--- config.mk ---
export PLATFORM = sky130hd
export DESIGN_NAME = hsv_to_rgb_percent
export DESIGN_NICKNAME = d
export VERILOG_FILES = /design/src/hdl/hsvrgb_pkg.sv /design/src/hdl/hsvrgb_sector.sv /design/src/hdl/hsvrgb_mix.sv /design/src/hdl/hsvrgb_out.sv /design/src/hdl/hsv_to_rgb_percent.sv
export SDC_FILE = /design/constraint.sdc
export NUM_CORES = 2
export LEC_CHECK = 0
export BUFFER_PORTS_ARGS = -buffer_cell sky130_fd_sc_hd__buf_2
export CORE_ASPECT_RATIO = 2
export CORE_MARGIN = 2
export CORE_UTILIZATION = 50
export DETAILED_ROUTE_END_ITERATION = 10
export GPL_TIMING_DRIVEN = 0
export PLACE_DENSITY = 0.74
export SYNTH_ARGS = -nofsm -noshare
export SYNTH_HDL_FRONTEND = slang
export SYNTH_HIERARCHICAL = 1
export SYNTH_SLANG_ARGS = --single-unit
--- constraint.sdc ---
create_clock -name i_clk -period 16.29 [get_ports i_clk]
set_input_delay 0 -clock i_clk [delete_from_list [all_inputs] [get_ports i_clk]]
set_output_delay 0 -clock i_clk [all_outputs]
set_load 0.01 [all_outputs]
--- src/hdl/hsvrgb_pkg.sv ---
// shared types and constants of the hsv to rgb converter
`default_nettype none

package hsvrgb_pkg;

    localparam logic [6:0]  PCT_FULL     = 7'd100;
    // x / 100 as (x * 5243) >> 19, exact for x up to 25500
    localparam logic [12:0] DIV100_MUL   = 13'd5243;
    localparam int unsigned DIV100_SHIFT = 19;

    typedef logic [2:0] t_sector;

    localparam t_sector SEC_R_Y = 3'd0;
    localparam t_sector SEC_Y_G = 3'd1;
    localparam t_sector SEC_G_C = 3'd2;
    localparam t_sector SEC_C_B = 3'd3;
    localparam t_sector SEC_B_M = 3'd4;
    localparam t_sector SEC_M_R = 3'd5;

    typedef struct packed {
        t_sector    sector;
        logic [6:0] frac;
        logic [6:0] sat;
        logic [6:0] val;
    } t_sect_item;

    typedef struct packed {
        t_sector    sector;
        logic [6:0] val;
        logic [6:0] p_lvl;
        logic [6:0] q_lvl;
        logic [6:0] t_lvl;
    } t_mix_item;

endpackage

`default_nettype wire

--- src/hdl/hsvrgb_sector.sv ---
// hue wrap, percent clamp, sector and fraction (two stages)
`default_nettype none

module hsvrgb_sector import hsvrgb_pkg::*; (
    input  logic       i_clk,
    input  logic       i_rst_n,
    input  logic       i_valid,
    output logic       o_ready,
    input  logic [8:0] i_hue,
    input  logic [6:0] i_sat,
    input  logic [6:0] i_val,
    output logic       o_valid,
    input  logic       i_ready,
    output t_sect_item o_item
);

    localparam logic [8:0]  HueWrap   = 9'd360;
    localparam logic [8:0]  SectorDeg = 9'd60;
    // 5*rem/3 as (rem * 3415) >> 11, exact for rem below 60
    localparam logic [17:0] ThirdMul  = 18'd3415;

    logic       r_a_valid;
    logic [8:0] r_a_hue;
    logic [6:0] r_a_sat;
    logic [6:0] r_a_val;
    logic       r_b_valid;
    t_sect_item r_b_item;

    logic       en_a;
    logic       en_b;
    logic [8:0] n_hue;
    logic [6:0] n_sat;
    logic [6:0] n_val;
    t_sector    sector;
    logic [8:0] base;
    logic [8:0] rem_full;
    logic [17:0] frac_prod;

    assign en_b    = !r_b_valid || i_ready;
    assign en_a    = !r_a_valid || en_b;
    assign o_ready = en_a;

    assign n_hue = (i_hue >= HueWrap) ? (i_hue - HueWrap) : i_hue;
    assign n_sat = (i_sat > PCT_FULL) ? PCT_FULL : i_sat;
    assign n_val = (i_val > PCT_FULL) ? PCT_FULL : i_val;

    always_comb begin
        if (r_a_hue >= 9'(5 * SectorDeg)) begin
            sector = SEC_M_R;
            base   = 9'(5 * SectorDeg);
        end else if (r_a_hue >= 9'(4 * SectorDeg)) begin
            sector = SEC_B_M;
            base   = 9'(4 * SectorDeg);
        end else if (r_a_hue >= 9'(3 * SectorDeg)) begin
            sector = SEC_C_B;
            base   = 9'(3 * SectorDeg);
        end else if (r_a_hue >= 9'(2 * SectorDeg)) begin
            sector = SEC_G_C;
            base   = 9'(2 * SectorDeg);
        end else if (r_a_hue >= SectorDeg) begin
            sector = SEC_Y_G;
            base   = SectorDeg;
        end else begin
            sector = SEC_R_Y;
            base   = 9'd0;
        end
    end

    assign rem_full  = r_a_hue - base;
    assign frac_prod = 18'(rem_full[5:0]) * ThirdMul;

    always_ff @(posedge i_clk) begin
        if (!i_rst_n) begin
            r_a_valid <= 1'b0;
            r_b_valid <= 1'b0;
        end else begin
            if (en_a) begin
                r_a_valid <= i_valid;
            end
            if (en_b) begin
                r_b_valid <= r_a_valid;
            end
        end
    end

    always_ff @(posedge i_clk) begin
        if (en_a && i_valid) begin
            r_a_hue <= n_hue;
            r_a_sat <= n_sat;
            r_a_val <= n_val;
        end
        if (en_b && r_a_valid) begin
            r_b_item.sector <= sector;
            r_b_item.frac   <= frac_prod[17:11];
            r_b_item.sat    <= r_a_sat;
            r_b_item.val    <= r_a_val;
        end
    end

    assign o_valid = r_b_valid;
    assign o_item  = r_b_item;

endmodule

`default_nettype wire

--- src/hdl/hsvrgb_mix.sv ---
// p, q and t levels: products, scaled products, reciprocal divide (three stages)
`default_nettype none

module hsvrgb_mix import hsvrgb_pkg::*; (
    input  logic       i_clk,
    input  logic       i_rst_n,
    input  logic       i_valid,
    output logic       o_ready,
    input  t_sect_item i_item,
    output logic       o_valid,
    input  logic       i_ready,
    output t_mix_item  o_item
);

    localparam logic [13:0] PctSq       = 14'd10000;
    // x / 10000 as (x * 429497) >> 32, exact for x up to 1000000
    localparam logic [38:0] Div10kMul   = 39'd429497;
    localparam int unsigned Div10kShift = 32;

    logic        r_c_valid;
    t_sector     r_c_sector;
    logic [6:0]  r_c_val;
    logic [13:0] r_c_qa;
    logic [13:0] r_c_ta;
    logic [13:0] r_c_pn;

    logic        r_d_valid;
    t_sector     r_d_sector;
    logic [6:0]  r_d_val;
    logic [19:0] r_d_qn;
    logic [19:0] r_d_tn;
    logic [13:0] r_d_pn;

    logic        r_e_valid;
    t_mix_item   r_e_item;

    logic        en_c;
    logic        en_d;
    logic        en_e;
    logic [13:0] fs;
    logic [13:0] sc;
    logic [13:0] pn;
    logic [26:0] p_prod;
    logic [38:0] q_prod;
    logic [38:0] t_prod;

    assign en_e    = !r_e_valid || i_ready;
    assign en_d    = !r_d_valid || en_e;
    assign en_c    = !r_c_valid || en_d;
    assign o_ready = en_c;

    assign fs = 14'(i_item.frac) * 14'(i_item.sat);
    assign sc = 14'(i_item.sat) * 14'(PCT_FULL - i_item.frac);
    assign pn = 14'(i_item.val) * 14'(PCT_FULL - i_item.sat);

    assign p_prod = 27'(r_d_pn) * 27'(DIV100_MUL);
    assign q_prod = 39'(r_d_qn) * Div10kMul;
    assign t_prod = 39'(r_d_tn) * Div10kMul;

    always_ff @(posedge i_clk) begin
        if (!i_rst_n) begin
            r_c_valid <= 1'b0;
            r_d_valid <= 1'b0;
            r_e_valid <= 1'b0;
        end else begin
            if (en_c) begin
                r_c_valid <= i_valid;
            end
            if (en_d) begin
                r_d_valid <= r_c_valid;
            end
            if (en_e) begin
                r_e_valid <= r_d_valid;
            end
        end
    end

    always_ff @(posedge i_clk) begin
        if (en_c && i_valid) begin
            r_c_sector <= i_item.sector;
            r_c_val    <= i_item.val;
            r_c_qa     <= PctSq - fs;
            r_c_ta     <= PctSq - sc;
            r_c_pn     <= pn;
        end
        if (en_d && r_c_valid) begin
            r_d_sector <= r_c_sector;
            r_d_val    <= r_c_val;
            r_d_qn     <= 20'(r_c_val) * 20'(r_c_qa);
            r_d_tn     <= 20'(r_c_val) * 20'(r_c_ta);
            r_d_pn     <= r_c_pn;
        end
        if (en_e && r_d_valid) begin
            r_e_item.sector <= r_d_sector;
            r_e_item.val    <= r_d_val;
            r_e_item.p_lvl  <= p_prod[DIV100_SHIFT +: 7];
            r_e_item.q_lvl  <= q_prod[Div10kShift +: 7];
            r_e_item.t_lvl  <= t_prod[Div10kShift +: 7];
        end
    end

    assign o_valid = r_e_valid;
    assign o_item  = r_e_item;

endmodule

`default_nettype wire

--- src/hdl/hsvrgb_out.sv ---
// sector select, scale to 8-bit levels, rgb565 pack and output register
`default_nettype none

module hsvrgb_out import hsvrgb_pkg::*; (
    input  logic        i_clk,
    input  logic        i_rst_n,
    input  logic        i_valid,
    output logic        o_ready,
    input  t_mix_item   i_item,
    output logic        o_valid,
    input  logic        i_ready,
    output logic [7:0]  o_red,
    output logic [7:0]  o_green,
    output logic [7:0]  o_blue,
    output logic [15:0] o_packed
);

    // percent level (0..100) to 0..255, truncating
    function automatic logic [7:0] to_level(input logic [6:0] pct);
        logic [14:0] x255;
        logic [27:0] prod;
        x255 = {pct, 8'b0} - 15'(pct);
        prod = 28'(x255) * 28'(DIV100_MUL);
        return prod[DIV100_SHIFT +: 8];
    endfunction

    logic        r_valid;
    logic [7:0]  r_red;
    logic [7:0]  r_green;
    logic [7:0]  r_blue;
    logic [15:0] r_packed;

    logic       en;
    logic [6:0] red_pct;
    logic [6:0] green_pct;
    logic [6:0] blue_pct;
    logic [7:0] n_red;
    logic [7:0] n_green;
    logic [7:0] n_blue;

    assign en      = !r_valid || i_ready;
    assign o_ready = en;

    always_comb begin
        case (i_item.sector)
            SEC_R_Y: begin
                red_pct = i_item.val;   green_pct = i_item.t_lvl; blue_pct = i_item.p_lvl;
            end
            SEC_Y_G: begin
                red_pct = i_item.q_lvl; green_pct = i_item.val;   blue_pct = i_item.p_lvl;
            end
            SEC_G_C: begin
                red_pct = i_item.p_lvl; green_pct = i_item.val;   blue_pct = i_item.t_lvl;
            end
            SEC_C_B: begin
                red_pct = i_item.p_lvl; green_pct = i_item.q_lvl; blue_pct = i_item.val;
            end
            SEC_B_M: begin
                red_pct = i_item.t_lvl; green_pct = i_item.p_lvl; blue_pct = i_item.val;
            end
            SEC_M_R: begin
                red_pct = i_item.val;   green_pct = i_item.p_lvl; blue_pct = i_item.q_lvl;
            end
            default: begin
                red_pct = i_item.val;   green_pct = i_item.p_lvl; blue_pct = i_item.q_lvl;
            end
        endcase
    end

    assign n_red   = to_level(red_pct);
    assign n_green = to_level(green_pct);
    assign n_blue  = to_level(blue_pct);

    always_ff @(posedge i_clk) begin
        if (!i_rst_n) begin
            r_valid <= 1'b0;
        end else if (en) begin
            r_valid <= i_valid;
        end
    end

    always_ff @(posedge i_clk) begin
        if (en && i_valid) begin
            r_red    <= n_red;
            r_green  <= n_green;
            r_blue   <= n_blue;
            r_packed <= {n_red[7:3], n_green[7:2], n_blue[7:3]};
        end
    end

    assign o_valid  = r_valid;
    assign o_red    = r_red;
    assign o_green  = r_green;
    assign o_blue   = r_blue;
    assign o_packed = r_packed;

endmodule

`default_nettype wire

--- src/hdl/hsv_to_rgb_percent.sv ---
// hsv to rgb converter top level: percent saturation/value, degree hue
//
// input stream (s_axis): one item is a hue in degrees with saturation and value in
// percent; hue of 360 or more wraps modulo 360, percents above 100 clamp to 100
// output stream (m_axis): one item per input item, in order: 8-bit red, green and
// blue levels and the same color packed as an rgb565 word
// throughput: one item per cycle while i_m_axis_tready is high; six register
// stages, each with its own valid bit, and each stage loads when it is empty or
// the stage after it moves on
// stages: hue wrap and clamp | sector and fraction | p/q/t numerators |
//   v-scaled products | reciprocal divides | channel select, scale, output register
// stall: when i_m_axis_tready is low the result holds in the output register and
// items keep entering until the bubbles ahead of them are filled; nothing is
// dropped or repeated
// reset: synchronous, active low; clears all valid bits, payload is not reset
// no configuration registers and no state carried from item to item
`default_nettype none

module hsv_to_rgb_percent import hsvrgb_pkg::*; (
    input  logic        i_clk,
    input  logic        i_rst_n,
    input  logic        i_s_axis_tvalid,
    output logic        o_s_axis_tready,
    // hue_degrees[8:0], saturation_pct[15:9], value_pct[22:16], zero pad [23]
    input  logic [23:0] i_s_axis_tdata,
    output logic        o_m_axis_tvalid,
    input  logic        i_m_axis_tready,
    // red_level[7:0], green_level[15:8], blue_level[23:16], packed_565[39:24]
    output logic [39:0] o_m_axis_tdata
);

    // sector stage to mix stage
    logic       sect_valid;
    logic       sect_ready;
    t_sect_item sect_item;

    // mix stage to output stage
    logic       mix_valid;
    logic       mix_ready;
    t_mix_item  mix_item;

    logic [7:0]  red_level;
    logic [7:0]  green_level;
    logic [7:0]  blue_level;
    logic [15:0] packed_565;

    // wrap, clamp, then split hue into a 60 degree sector and 0..98 fraction
    hsvrgb_sector u_sector (
        .i_clk   (i_clk),
        .i_rst_n (i_rst_n),
        .i_valid (i_s_axis_tvalid),
        .o_ready (o_s_axis_tready),
        .i_hue   (i_s_axis_tdata[8:0]),
        .i_sat   (i_s_axis_tdata[15:9]),
        .i_val   (i_s_axis_tdata[22:16]),
        .o_valid (sect_valid),
        .i_ready (sect_ready),
        .o_item  (sect_item)
    );

    // p, q, t percent levels with truncating divides by 100 and 10000
    hsvrgb_mix u_mix (
        .i_clk   (i_clk),
        .i_rst_n (i_rst_n),
        .i_valid (sect_valid),
        .o_ready (sect_ready),
        .i_item  (sect_item),
        .o_valid (mix_valid),
        .i_ready (mix_ready),
        .o_item  (mix_item)
    );

    // six-way channel select, scale by 255/100, rgb565 pack
    hsvrgb_out u_out (
        .i_clk    (i_clk),
        .i_rst_n  (i_rst_n),
        .i_valid  (mix_valid),
        .o_ready  (mix_ready),
        .i_item   (mix_item),
        .o_valid  (o_m_axis_tvalid),
        .i_ready  (i_m_axis_tready),
        .o_red    (red_level),
        .o_green  (green_level),
        .o_blue   (blue_level),
        .o_packed (packed_565)
    );

    assign o_m_axis_tdata = {packed_565, blue_level, green_level, red_level};

endmodule

`default_nettype wire

==> impl_metrics.yaml <==
run_status:
  status: "complete, no violations"
cells_and_area:
  mostFrequentLayoutCell: "inv_1"
  diodes: 0
  nFillCells: 8398
  mostFrequentLayoutCells: "inv_1 (1524), ha_1 (950), fa_1 (750)"
  fin_nets: 6818
  area_delta_synth_final_pct: 6.75
  final_layout_size_suffix_gt1_frac: 0.0407
setup_path:
  critical_path_arrival_ns: 8.64
  regToRegStartpoint: "u_mix/o_item[30]$_DFFE_PP_"
  worstPathMaxFanout: 10
  end_kind: "register"
  cp.required_ns: 16.63
  crit_type: "register to register"
  cpMaxStageDelayCell: "xnor2_1"
  crit_path_max_incr_delay_ns: 0.67
  reg2reg_slack_ns: 7.99
  start_kind: "register"
  worst_r2r_endpoint: "u_out/o_red[7]$_DFFE_PP_"
  reg2regPathDepth: 27
sta:
  hold_viol: 0
  fin_skew_ns: 0.0200
  report.final.setup_viol: 0
  min_period_ns: 8.30
  tns_ns: 0
  rsz0062_at_grt: "false"
  tightest_slew_ns: 1.38
  layout_worst_path_cycle_share: 0.510
  fmax_mhz: 120
  slew-limit-headroom: 0.0777
  drv_slew: 0
clock_network:
  htree_levels: 1
  clk_path_buf_depth: 3
  insertion_delay_ns: 0.61
  cts_root_buf: "clkbuf_16"
  numCtsBuffers: 26
  cts_tree: "yes"
  cts.sinks: 222
  post_cts_buffers: 0
  cts-resized-gates: 0
  hold_buffers: 37
  clk_pin_slew_ns: 0.07
detailed_routing:
  routed_via_density: 5.26
  drc: 0
  detail_route.first_pass.iterations: 5
  wire_per_inst_um: 17.6
  totalWireLength_um: 112000
  drt_iter0_drc: 1159
  postRouteAntennaNets: 0
  vias: 33300
global_routing:
  grt_max_degree: 31
  grt_pass1_vias: 37700
  grt.total_usage: 0.233
  antenna_found_initial: 0
  overflow: 0
  grt_pass1_wl_um: 183000
yosys:
  synth_edf_count: 216
  synth_fp_nets: 6680
  synthDistinctLibCells: 91
  ys_warn_count: 6
  avgSynthCellArea_um2: 9.82
  ys_seq_area_frac: 0.136
  synthCells: 4952
  ys_async_sr_fraction: 0
  ys.flop_type: "edfxtp_1"
  ys_ff_latch: 222
  synth_area_um2: 48600
place:
  numPortBuffers: 68
  gp_congestion: 0.968
  dpl.hpwl_um: 99400
worst_hold_path:
  hp-start: "i_s_axis_tdata[0]"
  hold_path_depth: 2
  hold_class: "input port to register"
  hold_end: "u_sector/r_a_hue[0]$_DFFE_PP_"
floorplanning:
  die-area_um2: 99900
  core_um2: 96300
  initial_core_util: 0.505
  die_w_um: 225
  die_y_um: 445
  rows: 161
  io_pins: 70
job:
  cap_viol_max_count: 0
## worst max path at each step
stage                     slack (ns)                      endpoint                  startpoint  depth (start not counted)
after floorplan                 9.41  u_out/o_packed[10]$_DFFE_PP_  u_mix/o_item[28]$_DFFE_PP_                         28
after CTS                       7.87  u_out/o_packed[10]$_DFFE_PP_  u_mix/o_item[29]$_DFFE_PP_                         26
after detailed placement        7.91  u_out/o_packed[10]$_DFFE_PP_  u_mix/o_item[30]$_DFFE_PP_                         27
after global routing            7.33  u_out/o_packed[10]$_DFFE_PP_  u_mix/o_item[30]$_DFFE_PP_                         27
final                           7.99      u_out/o_red[7]$_DFFE_PP_  u_mix/o_item[30]$_DFFE_PP_                         27
after global placement          8.02  u_out/o_packed[10]$_DFFE_PP_  u_mix/o_item[30]$_DFFE_PP_                         27
## worst max-delay path: cells and delay by family (launching register included)
kind	cells	cell delay (ns)
compound gates	8	2.62
simple gates	2	0.36
fa+ha+maj	7	2.87
flops	1	0.39
buf+inv	8	1.02
xor+xnor	2	0.78
## synth_stat cells, types with 25 or more instances
master / count / area share
inv_1: 1524 / 0.12
ha_1: 950 / 0.24
fa_1: 750 / 0.31
nand2_1: 239 / 0.018
edfxtp_1: 216 / 0.13
and2_1: 182 / 0.023
xnor2_1: 132 / 0.024
nor2_1: 120 / 0.0093
a21oi_1: 102 / 0.010
o21ai_0: 75 / 0.0077
xor2_1: 61 / 0.011
a21o_1: 46 / 0.0071
nor2b_1: 42 / 0.0054
nor3_1: 40 / 0.0041
clkbuf_1: 37 / 0.0029
mux2i_1: 34 / 0.0070
nand2b_1: 32 / 0.0041
nand3_1: 30 / 0.0031
o21a_1: 25 / 0.0039
## final cells by class
| class | instances | area, um^2 | share of cell area |
|---|---|---|---|
| buffer | 68 | 383 | 0.00738 |
| clock buffer | 28 | 658 | 0.0127 |
| clock inverter | 20 | 262 | 0.00504 |
| inverter | 1530 | 5740 | 0.111 |
| multi-input combinational | 3132 | 35900 | 0.692 |
| sequential | 222 | 6610 | 0.127 |
| tap | 1222 | 1530 | 0.0295 |
| timing repair buffer | 110 | 801 | 0.0154 |
## state kept, by name, summed over array words and instances, names as in the netlist, 7 cells and up
signal            count
u_mix/r_c_ta         13
u_sector/r_a_val      7
u_sector/r_a_hue      9
u_out/o_blue          7
u_mix/o_item         31
u_sector/o_item      24
u_out/o_green         7
u_mix/r_c_qa         14
u_mix/r_d_qn         20
u_out/o_red           8
u_mix/r_c_pn         14
u_sector/r_a_sat      7
u_mix/r_c_val         7
u_mix/r_d_tn         19
u_mix/r_d_val         7
u_mix/r_d_pn         14
## kinds of logic after synthesis
logic type	after synthesis	synth area share
buffers and inverters	1598	0.126
AOI/OAI and AO/OA	422	0.0593
DFF	222	0.136
xor gates and xnor gates	195	0.0354
and+or+nand+nor	765	0.0793
muxes	49	0.0108
adders and majority gates	1701	0.553
## through the flow
stage                     hold WS, ns   util  instances  setup slack, ns  cell area, um^2
after floorplan                0.0989      -       4952             9.41            48600
after global placement          0.190  0.524       6242             8.02            50500
after detailed placement        0.196  0.526       6247             7.91            50600
after CTS                      0.0839  0.539       6332             7.87            51900
after global routing            0.115  0.539       6332             7.33            51900
final                           0.132  0.539       6332             7.99            51900
## per-layer routing
layer	global-route usage	wire length (um)
met4	0.177	10100
met2	0.481	65200
met5	0	0
met1	0.197	33900
met3	0.0187	2540
Power is not shown: default switching activity piles up to over one toggle a cycle in this logic, so the estimate is an artifact.
